[src/hdl/fsa_pkg.sv]
package fsa_pkg;

    // datapath operation selects
    typedef enum logic [3:0] {
        OP_NONE,
        OP_LOAD,      // n2/d2 <= input, acc <= input on the first word (sel S_ACC)
        OP_GCD_INIT,  // a <= x, b <= y (operands chosen by sel)
        OP_REM_START, // start a rem b
        OP_GCD_STEP,  // a <= b, b <= remainder
        OP_MUL,       // product <= x * y
        OP_DIV_START, // start x / y
        OP_SAVE,      // store quotient into selected temp
        OP_FINISH,    // acc update
        OP_OUT        // load output register
    } op_t;

    // operand selects
    localparam logic [2:0] S_D1D2  = 3'd0; // gcd(d1,d2) / d1*d2 / prod/g
    localparam logic [2:0] S_N1L   = 3'd1; // n1*lcd, /d1
    localparam logic [2:0] S_N2L   = 3'd2; // n2*lcd, /d2
    localparam logic [2:0] S_ACC   = 3'd3; // gcd(acc_num,acc_den), acc_num/g, acc load
    localparam logic [2:0] S_ACCD  = 3'd4; // acc_den/g
    localparam logic [2:0] S_LCD   = 3'd5; // save lcd

    typedef struct packed {
        op_t        op;
        logic [2:0] sel;
    } fsa_cmd_t;

    typedef struct packed {
        logic b_zero;
        logic div_done;
        logic out_busy;
    } fsa_sts_t;

endpackage

[src/hdl/fraction_sum_accumulator.sv]
// Fraction sum accumulator. Each input word carries one fraction; the first
// word of a run loads the running sum, later words are added over the least
// common denominator found by Euclid's gcd. The word with tlast set ends the
// run: the sum is reduced by gcd(num, den) and one output word is produced.
// All math wraps at WORD_WIDTH bits with C-style truncating division; any
// division by zero in a run gives an output of 0/0 with the error flag set.
// One shared restoring divider, one quotient bit per cycle, sets the rate.
// s_axis_tready is high only while the block is idle. A first word of a run
// is only loaded. A later word takes (gcd steps + 3) divides, and the word
// with tlast adds (gcd steps + 2) divides plus any wait for the previous
// output word to leave.
module fraction_sum_accumulator #(
    parameter int WORD_WIDTH = 32
) (
    input  logic        clk,
    input  logic        rst_n,
    input  logic        s_axis_tvalid,
    output logic        s_axis_tready,
    input  logic [63:0] s_axis_tdata,   // [31:0] numerator, [63:32] denominator
    input  logic        s_axis_tlast,   // last_item
    output logic        m_axis_tvalid,
    input  logic        m_axis_tready,
    output logic [63:0] m_axis_tdata,   // [31:0] sum_numerator, [63:32] sum_denominator
    output logic        m_axis_tuser    // div_error
);
    import fsa_pkg::*;

    fsa_cmd_t    cmd;
    fsa_sts_t    sts;
    logic [64:0] out_word;

    fsa_control u_ctrl (
        .clk(clk), .rst_n(rst_n),
        .in_valid(s_axis_tvalid), .in_last(s_axis_tlast),
        .in_ready(s_axis_tready), .cmd(cmd), .sts(sts)
    );

    fsa_datapath #(.W(WORD_WIDTH)) u_dp (
        .clk(clk), .rst_n(rst_n), .cmd(cmd), .sts(sts),
        .in_num(s_axis_tdata[31:0]), .in_den(s_axis_tdata[63:32]),
        .out_valid(m_axis_tvalid), .out_ready(m_axis_tready),
        .out_word(out_word)
    );

    assign m_axis_tdata = out_word[63:0];
    assign m_axis_tuser = out_word[64];
endmodule

[src/hdl/fsa_divider.sv]
module fsa_divider #(
    parameter int W = 32
) (
    input  logic         clk,
    input  logic         rst_n,
    input  logic         start,
    input  logic [W-1:0] dividend,
    input  logic [W-1:0] divisor,
    output logic         done,
    output logic         div_zero,
    output logic [W-1:0] quotient,
    output logic [W-1:0] remainder
);
    // restoring divider on magnitudes, one quotient bit per cycle
    localparam int CW = $clog2(W + 1);

    logic [W-1:0]  q_reg, q_next;
    logic [W:0]    r_reg, r_next;
    logic [W-1:0]  d_reg, d_next;
    logic [CW-1:0] cnt_reg, cnt_next;
    logic          busy_reg, busy_next;
    logic          done_reg, done_next;
    logic          sq_reg, sq_next;
    logic          sr_reg, sr_next;
    logic          z_reg, z_next;
    logic [W:0]    trial;
    logic [W:0]    sub;

    always_comb
    begin
        q_next    = q_reg;
        r_next    = r_reg;
        d_next    = d_reg;
        cnt_next  = cnt_reg;
        busy_next = busy_reg;
        done_next = 1'b0;
        sq_next   = sq_reg;
        sr_next   = sr_reg;
        z_next    = z_reg;
        trial     = {r_reg[W-1:0], q_reg[W-1]};
        sub       = trial - {1'b0, d_reg};
        if (start)
        begin
            q_next    = dividend[W-1] ? (~dividend + 1'b1) : dividend;
            d_next    = divisor[W-1] ? (~divisor + 1'b1) : divisor;
            r_next    = '0;
            cnt_next  = CW'(W);
            sq_next   = dividend[W-1] ^ divisor[W-1];
            sr_next   = dividend[W-1];
            z_next    = (divisor == '0);
            busy_next = (divisor != '0);
            done_next = (divisor == '0);
        end
        else if (busy_reg)
        begin
            if (!sub[W])
            begin
                r_next = sub;
                q_next = {q_reg[W-2:0], 1'b1};
            end
            else
            begin
                r_next = trial;
                q_next = {q_reg[W-2:0], 1'b0};
            end
            cnt_next = cnt_reg - 1'b1;
            if (cnt_reg == CW'(1))
            begin
                busy_next = 1'b0;
                done_next = 1'b1;
            end
        end
    end

    always_ff @(posedge clk or negedge rst_n)
    begin
        if (!rst_n)
        begin
            busy_reg <= 1'b0;
            done_reg <= 1'b0;
            cnt_reg  <= '0;
        end
        else
        begin
            busy_reg <= busy_next;
            done_reg <= done_next;
            cnt_reg  <= cnt_next;
        end
    end

    always_ff @(posedge clk)
    begin
        q_reg  <= q_next;
        r_reg  <= r_next;
        d_reg  <= d_next;
        sq_reg <= sq_next;
        sr_reg <= sr_next;
        z_reg  <= z_next;
    end

    assign done      = done_reg;
    assign div_zero  = z_reg;
    assign quotient  = z_reg ? '0 : (sq_reg ? (~q_reg + 1'b1) : q_reg);
    assign remainder = z_reg ? '0 :
                       (sr_reg ? (~r_reg[W-1:0] + 1'b1) : r_reg[W-1:0]);
endmodule

[src/hdl/fsa_datapath.sv]
module fsa_datapath #(
    parameter int W = 32
) (
    input  logic             clk,
    input  logic             rst_n,
    input  fsa_pkg::fsa_cmd_t cmd,
    output fsa_pkg::fsa_sts_t sts,
    input  logic [31:0]      in_num,
    input  logic [31:0]      in_den,
    output logic             out_valid,
    input  logic             out_ready,
    output logic [64:0]      out_word
);
    import fsa_pkg::*;

    logic [W-1:0] acc_num_reg, acc_den_reg, n2_reg, d2_reg;
    logic [W-1:0] ga_reg, gb_reg, p_reg, lcd_reg, t1_reg, t2_reg, rn_reg;
    logic         err_reg;
    logic         ov_reg;
    logic [64:0]  ow_reg;
    logic [W-1:0] dv_a, dv_b, mx, my;
    logic         dv_start, dv_done, dv_zero;
    logic [W-1:0] dv_q, dv_r;
    logic [W-1:0] n2w, d2w;
    logic [2*W-1:0] prod;

    assign n2w = W'($signed(in_num));
    assign d2w = W'($signed(in_den));

    always_comb
    begin
        mx = acc_den_reg;
        my = d2_reg;
        dv_a = p_reg;
        dv_b = ga_reg;
        unique case (cmd.sel)
            S_N1L:
            begin
                mx = acc_num_reg; my = lcd_reg; dv_a = p_reg; dv_b = acc_den_reg;
            end
            S_N2L:
            begin
                mx = n2_reg; my = lcd_reg; dv_a = p_reg; dv_b = d2_reg;
            end
            S_ACC:
            begin
                dv_a = acc_num_reg; dv_b = ga_reg;
            end
            S_ACCD:
            begin
                dv_a = acc_den_reg; dv_b = ga_reg;
            end
            default:
            begin
            end
        endcase
        if (cmd.op == OP_REM_START)
        begin
            dv_a = ga_reg;
            dv_b = gb_reg;
        end
    end

    assign dv_start = (cmd.op == OP_REM_START) || (cmd.op == OP_DIV_START);
    assign prod     = mx * my;

    fsa_divider #(.W(W)) u_div (
        .clk(clk), .rst_n(rst_n), .start(dv_start),
        .dividend(dv_a), .divisor(dv_b),
        .done(dv_done), .div_zero(dv_zero),
        .quotient(dv_q), .remainder(dv_r)
    );

    always_ff @(posedge clk or negedge rst_n)
    begin
        if (!rst_n)
        begin
            acc_num_reg <= '0;
            acc_den_reg <= '0;
            err_reg     <= 1'b0;
            ov_reg      <= 1'b0;
            ow_reg      <= '0;
        end
        else
        begin
            if (ov_reg && out_ready)
                ov_reg <= 1'b0;
            if (dv_done && dv_zero)
                err_reg <= 1'b1;
            unique case (cmd.op)
                OP_LOAD:
                begin
                    // only the first word of a run replaces the sum
                    if (cmd.sel == S_ACC)
                    begin
                        acc_num_reg <= n2w;
                        acc_den_reg <= d2w;
                    end
                end
                OP_FINISH:
                begin
                    acc_num_reg <= t1_reg + t2_reg;
                    acc_den_reg <= lcd_reg;
                end
                OP_OUT:
                begin
                    ov_reg  <= 1'b1;
                    err_reg <= 1'b0;
                    if (err_reg)
                        ow_reg <= {1'b1, 64'd0};
                    else
                        ow_reg <= {1'b0, 32'(dv_q), 32'(rn_reg)};
                end
                default:
                begin
                end
            endcase
        end
    end

    always_ff @(posedge clk)
    begin
        unique case (cmd.op)
            OP_LOAD:
            begin
                n2_reg <= n2w;
                d2_reg <= d2w;
            end
            OP_GCD_INIT:
            begin
                if (cmd.sel == S_ACC)
                begin
                    ga_reg <= acc_num_reg; gb_reg <= acc_den_reg;
                end
                else
                begin
                    ga_reg <= acc_den_reg; gb_reg <= d2_reg;
                end
            end
            OP_GCD_STEP:
            begin
                ga_reg <= gb_reg;
                gb_reg <= dv_r;
            end
            OP_MUL: p_reg <= prod[W-1:0];
            OP_SAVE:
            begin
                unique case (cmd.sel)
                    S_LCD:  lcd_reg <= dv_q;
                    S_N1L:  t1_reg  <= dv_q;
                    S_N2L:  t2_reg  <= dv_q;
                    default: rn_reg <= dv_q;
                endcase
            end
            default:
            begin
            end
        endcase
    end

    assign sts.b_zero   = (gb_reg == '0);
    assign sts.div_done = dv_done;
    assign sts.out_busy = ov_reg;
    assign out_valid    = ov_reg;
    assign out_word     = ow_reg;
endmodule

[src/hdl/fsa_control.sv]
module fsa_control (
    input  logic              clk,
    input  logic              rst_n,
    input  logic              in_valid,
    input  logic              in_last,
    output logic              in_ready,
    output fsa_pkg::fsa_cmd_t cmd,
    input  fsa_pkg::fsa_sts_t sts
);
    import fsa_pkg::*;

    localparam logic [4:0] ST_IDLE   = 5'd0;
    localparam logic [4:0] ST_G1     = 5'd1;  // gcd(d1,d2) init
    localparam logic [4:0] ST_G1W    = 5'd2;
    localparam logic [4:0] ST_M1     = 5'd3;  // d1*d2
    localparam logic [4:0] ST_V1     = 5'd4;  // /g
    localparam logic [4:0] ST_V1W    = 5'd5;
    localparam logic [4:0] ST_M2     = 5'd6;
    localparam logic [4:0] ST_V2     = 5'd7;
    localparam logic [4:0] ST_V2W    = 5'd8;
    localparam logic [4:0] ST_M3     = 5'd9;
    localparam logic [4:0] ST_V3     = 5'd10;
    localparam logic [4:0] ST_V3W    = 5'd11;
    localparam logic [4:0] ST_ACC    = 5'd12;
    localparam logic [4:0] ST_LAST   = 5'd13;
    localparam logic [4:0] ST_G2     = 5'd14;
    localparam logic [4:0] ST_G2W    = 5'd15;
    localparam logic [4:0] ST_R1     = 5'd16;
    localparam logic [4:0] ST_R1W    = 5'd17;
    localparam logic [4:0] ST_R2     = 5'd18;
    localparam logic [4:0] ST_R2W    = 5'd19;
    localparam logic [4:0] ST_OUT    = 5'd20;
    localparam logic [4:0] ST_G1R    = 5'd21; // waiting on gcd remainder
    localparam logic [4:0] ST_FIN    = 5'd22; // sum update

    logic [4:0] state_reg, state_next;
    logic       started_reg, started_next;
    logic       last_reg, last_next;

    always_comb
    begin
        state_next   = state_reg;
        started_next = started_reg;
        last_next    = last_reg;
        cmd          = '{op: OP_NONE, sel: S_D1D2};
        in_ready     = 1'b0;
        unique case (state_reg)
            ST_IDLE:
            begin
                in_ready = 1'b1;
                if (in_valid)
                begin
                    cmd.op    = OP_LOAD;
                    last_next = in_last;
                    if (!started_reg)
                    begin
                        // first item of a run: the datapath loads acc via ACC path
                        cmd.sel      = S_ACC;
                        started_next = 1'b1;
                        state_next   = ST_ACC;
                    end
                    else
                    begin
                        state_next = ST_G1;
                    end
                end
            end
            ST_ACC:
            begin
                // first item: acc already loaded; n2/d2 stored too
                state_next = last_reg ? ST_LAST : ST_IDLE;
            end
            ST_G1:
            begin
                cmd = '{op: OP_GCD_INIT, sel: S_D1D2};
                state_next = ST_G1W;
            end
            ST_G1W:
            begin
                if (sts.b_zero)
                    state_next = ST_M1;
                else
                begin
                    cmd.op     = OP_REM_START;
                    state_next = ST_G1R;
                end
            end
            ST_G1R:
            begin
                if (sts.div_done)
                begin
                    cmd.op     = OP_GCD_STEP;
                    state_next = ST_G1W;
                end
            end
            ST_M1:
            begin
                cmd = '{op: OP_MUL, sel: S_D1D2};
                state_next = ST_V1;
            end
            ST_V1:
            begin
                cmd = '{op: OP_DIV_START, sel: S_D1D2};
                state_next = ST_V1W;
            end
            ST_V1W:
            begin
                if (sts.div_done)
                begin
                    cmd = '{op: OP_SAVE, sel: S_LCD};
                    state_next = ST_M2;
                end
            end
            ST_M2:
            begin
                cmd = '{op: OP_MUL, sel: S_N1L};
                state_next = ST_V2;
            end
            ST_V2:
            begin
                cmd = '{op: OP_DIV_START, sel: S_N1L};
                state_next = ST_V2W;
            end
            ST_V2W:
            begin
                if (sts.div_done)
                begin
                    cmd = '{op: OP_SAVE, sel: S_N1L};
                    state_next = ST_M3;
                end
            end
            ST_M3:
            begin
                cmd = '{op: OP_MUL, sel: S_N2L};
                state_next = ST_V3;
            end
            ST_V3:
            begin
                cmd = '{op: OP_DIV_START, sel: S_N2L};
                state_next = ST_V3W;
            end
            ST_V3W:
            begin
                if (sts.div_done)
                begin
                    cmd = '{op: OP_SAVE, sel: S_N2L};
                    state_next = ST_FIN;
                end
            end
            ST_FIN:
            begin
                cmd.op     = OP_FINISH;
                state_next = last_reg ? ST_LAST : ST_IDLE;
            end
            ST_LAST:
            begin
                cmd = '{op: OP_GCD_INIT, sel: S_ACC};
                state_next = ST_G2;
            end
            ST_G2:
            begin
                if (sts.b_zero)
                    state_next = ST_R1;
                else
                begin
                    cmd.op     = OP_REM_START;
                    state_next = ST_G2W;
                end
            end
            ST_G2W:
            begin
                if (sts.div_done)
                begin
                    cmd.op     = OP_GCD_STEP;
                    state_next = ST_G2;
                end
            end
            ST_R1:
            begin
                cmd = '{op: OP_DIV_START, sel: S_ACC};
                state_next = ST_R1W;
            end
            ST_R1W:
            begin
                if (sts.div_done)
                begin
                    cmd = '{op: OP_SAVE, sel: S_ACC};
                    state_next = ST_R2;
                end
            end
            ST_R2:
            begin
                cmd = '{op: OP_DIV_START, sel: S_ACCD};
                state_next = ST_R2W;
            end
            ST_R2W:
            begin
                if (sts.div_done)
                    state_next = ST_OUT;
            end
            ST_OUT:
            begin
                // quotient of the divider still holds the reduced denominator
                if (!sts.out_busy)
                begin
                    cmd.op       = OP_OUT;
                    started_next = 1'b0;
                    state_next   = ST_IDLE;
                end
            end
            default: state_next = ST_IDLE;
        endcase
    end

    always_ff @(posedge clk or negedge rst_n)
    begin
        if (!rst_n)
        begin
            state_reg   <= ST_IDLE;
            started_reg <= 1'b0;
            last_reg    <= 1'b0;
        end
        else
        begin
            state_reg   <= state_next;
            started_reg <= started_next;
            last_reg    <= last_next;
        end
    end
endmodule
[config.mk]
export PLATFORM = sky130hd
export DESIGN_NAME = fraction_sum_accumulator
export DESIGN_NICKNAME = d
export VERILOG_FILES = /design/src/hdl/fsa_pkg.sv /design/src/hdl/fraction_sum_accumulator.sv /design/src/hdl/fsa_divider.sv /design/src/hdl/fsa_datapath.sv /design/src/hdl/fsa_control.sv
export SDC_FILE = /design/constraint.sdc
export NUM_CORES = 2
export LEC_CHECK = 0
export BUFFER_PORTS_ARGS = -buffer_cell sky130_fd_sc_hd__buf_2
export CAP_MARGIN = 40
export CORE_ASPECT_RATIO = 0.75
export CORE_MARGIN = 1
export CORE_UTILIZATION = 28
export DETAILED_ROUTE_END_ITERATION = 10
export GPL_TIMING_DRIVEN = 0
export PLACE_DENSITY = 0.5
export SYNTH_ARGS = -nofsm -noshare
export SYNTH_HDL_FRONTEND = slang
export SYNTH_SLANG_ARGS = --single-unit
[constraint.sdc]
create_clock -name clk -period 11.6 [get_ports clk]
set_clock_uncertainty 0.15 [all_clocks]
set_input_delay 0.58 -clock clk [delete_from_list [all_inputs] [get_ports clk]]
set_output_delay 0.58 -clock clk [all_outputs]
set_load 0.01 [all_outputs]
==> impl_metrics.tcl <==
set metrics [dict create \
    cts_max_path_buffers 3 \
    syn_area_sq_mm 0.0448 \
    row_count 126 \
    fillers 16387 \
    failed_checks "design-rule violations" \
    crit_path_end_kind "flip-flop" \
    worst_path_max_delay_cell "fa_1" \
    arrival_ps 11580 \
    root_buffer "clkbuf_16" \
    max_cap_violations 0 \
    startpoint_type "flip-flop" \
    dp_slack_ps -1140 \
    syn_nets 5367 \
    finalWirelength_um 203000 \
    cp_top_family "adder cells" \
    post-place-cells 7057 \
    cts.sinks 533 \
    synthArstFlopShare 0.274 \
    synth_top_area_share 0.238 \
    fin_ws_ps 352 \
    finalNetCount 5693 \
    wl_per_cell_um 28.2 \
    crit_buf_inv 11 \
    route.detailed.drc 4 \
    largest_reg_flops 65 \
    netlist_instances 4696 \
    final.period_utilization 0.970 \
    die_h_um 348 \
    fmax_ghz 0.0889 \
    initial_core_util 0.283 \
    grt_overflow_total 0 \
    synth_seq_cells 533 \
    drive_above_1_share 0.0990 \
    path_common_cell "fa_1" \
    grt.total_usage 0.245 \
    place_congestion 1.02 \
    clkTransAtPathRegs_ps 70 \
    num_vias 38635 \
    syn_area_per_cell_sq_um 9.54 \
    via_per_inst 5.38 \
    die_w_um 464 \
    grt_pass1_wl_um 283000 \
    grt_pass1_vias 36826 \
    die_area_sq_mm 0.162 \
    tritoncts "built" \
    grt_max_degree 88 \
    hold_viol 0 \
    synth_edf_count 355 \
    worstPathRequired_ps 11930 \
    layoutNonFillerInstCount 7186 \
    tightest_slew_ps 1100 \
    critical_path_class "flip-flop to flip-flop" \
    clock_latency_ps 670 \
    rsz0062_at_grt "no" \
    synthTopCellsByArea "edfxtp_1 24%, fa_1 18%, dfrtp_1 8.2%" \
    status "complete, but fails checks" \
    fin_crit_ps 11250 \
    synth_largest_area_cell "edfxtp_1" \
    antenna_found_initial 9 \
    path_max_fanout 10 \
    layout_common_cells "612 x nand2_1, 517 x nor2_1, 498 x inv_1" \
    syn2layout_area_growth_pct 15.4 \
    first_iter_violations 4827 \
    first_pass_iters 9 \
    crit_path_max_incr_delay_ps 550 \
    io_buffers 135 \
    synth_warnings 0 \
    postRouteAntennaNets 0 \
    yosys_most_used_dff "edfxtp_1" \
    boundaryPins 136 \
    max_slew_margin 0.264 \
    slew_violations 0 \
    numCtsBuffers 55 \
    mostFrequentLayoutCell "nand2_1" \
    htree_levels 2 \
    dp_hpwl_um 168000 \
    synth_cell_type_count 95 \
    core_sq_mm 0.158 \
    setup_viol 0 \
    hold_class "primary input to flip-flop" \
    yosysSeqAreaShare 0.334 \
]
timing repair:
| action | CTS | global route |
|---|---|---|
| setup endpoints to repair | 14 | 6 |
| endpoints found under the hold margin | 76 | 0 |
| hold buffers | 18 | 0 |
| buffers inserted | 0 | 1 |
| pin swaps | 0 | 1 |
| resized for setup | 8 | 11 |
Yosys cell counts (21+ instances only):
cell type / instances
o31ai_1: 37
a21oi_1: 157
a21o_1: 51
nor2b_1: 24
clkbuf_1: 172
o22ai_1: 34
a31oi_1: 79
edfxtp_1: 355
nand2_1: 613
a22oi_1: 60
nor2_1: 521
xnor2_1: 154
buf_1: 21
a22o_1: 50
inv_1: 498
dfxtp_1: 32
o21ai_0: 250
mux2_2: 29
and2_1: 42
nand3_1: 75
buf_2: 44
mux2i_1: 122
xor2_1: 105
nand2b_1: 57
or3_1: 21
a221o_1: 27
dfrtp_1: 146
fa_1: 410
nor3_1: 54
ha_1: 192
cell families after synthesis:
logic type      synth area share
fa+ha+maj                  0.237
buf+inv                   0.0641
compound gates             0.132
xor+xnor                  0.0511
flops                      0.334
simple gates               0.147
mux                       0.0351
stage by stage:
stage	TNS (ps)	hold slack, ps	instance area [sq um]	utilization
4_1_cts	0	1.16	51700	0.327
6_report	0	27.0	51700	0.327
2_1_floorplan	0	134	44800	-
5_1_grt	0	3.14	51700	0.327
3_3_place_gp	-45220	312	48100	0.304
3_5_place_dp	-7140	315	49500	0.313
area by class of cell:
class	count	area (sq um)	area share
Clock buffer	73	1550	0.0299
Antenna cell	5	12.5	0.000242
Timing Repair Buffer	271	2150	0.0415
Inverter	499	1870	0.0362
Tap cell	2112	2640	0.0511
Multi-Input combinational cell	3419	27100	0.524
Buffer	243	1020	0.0196
Sequential cell	533	15000	0.289
Clock inverter	31	424	0.00820
worst paths after layout:
kind / from / to / slack [ps] / cells after the start
max reg2reg: u_ctrl.state_reg[4] / u_dp.p_reg[31] / 350 / 35
max: u_ctrl.state_reg[4] / u_dp.p_reg[31] / 350 / 35
min: s_axis_tdata[63] / u_dp.d2_reg[31] / 30 / 1
min in group asynchronous: rst_n / u_dp.acc_num_reg[12] / 330 / 2
min reg2reg: u_dp.out_word[29] / u_dp.out_word[29] / 320 / 2
max in group asynchronous: rst_n / u_dp.u_div.done / 10020 / 3
routing by layer:
metal,vias up,routed length (um),GRT usage
met2,2169,80600,0.343
met1,19625,91400,0.361
li1,16570,-,-
met3,271,24200,0.0715
met5,-,0,0
met4,0,6490,0.0689
Power is not shown: default switching activity piles up to over one toggle a cycle in this logic, so the estimate is an artifact.
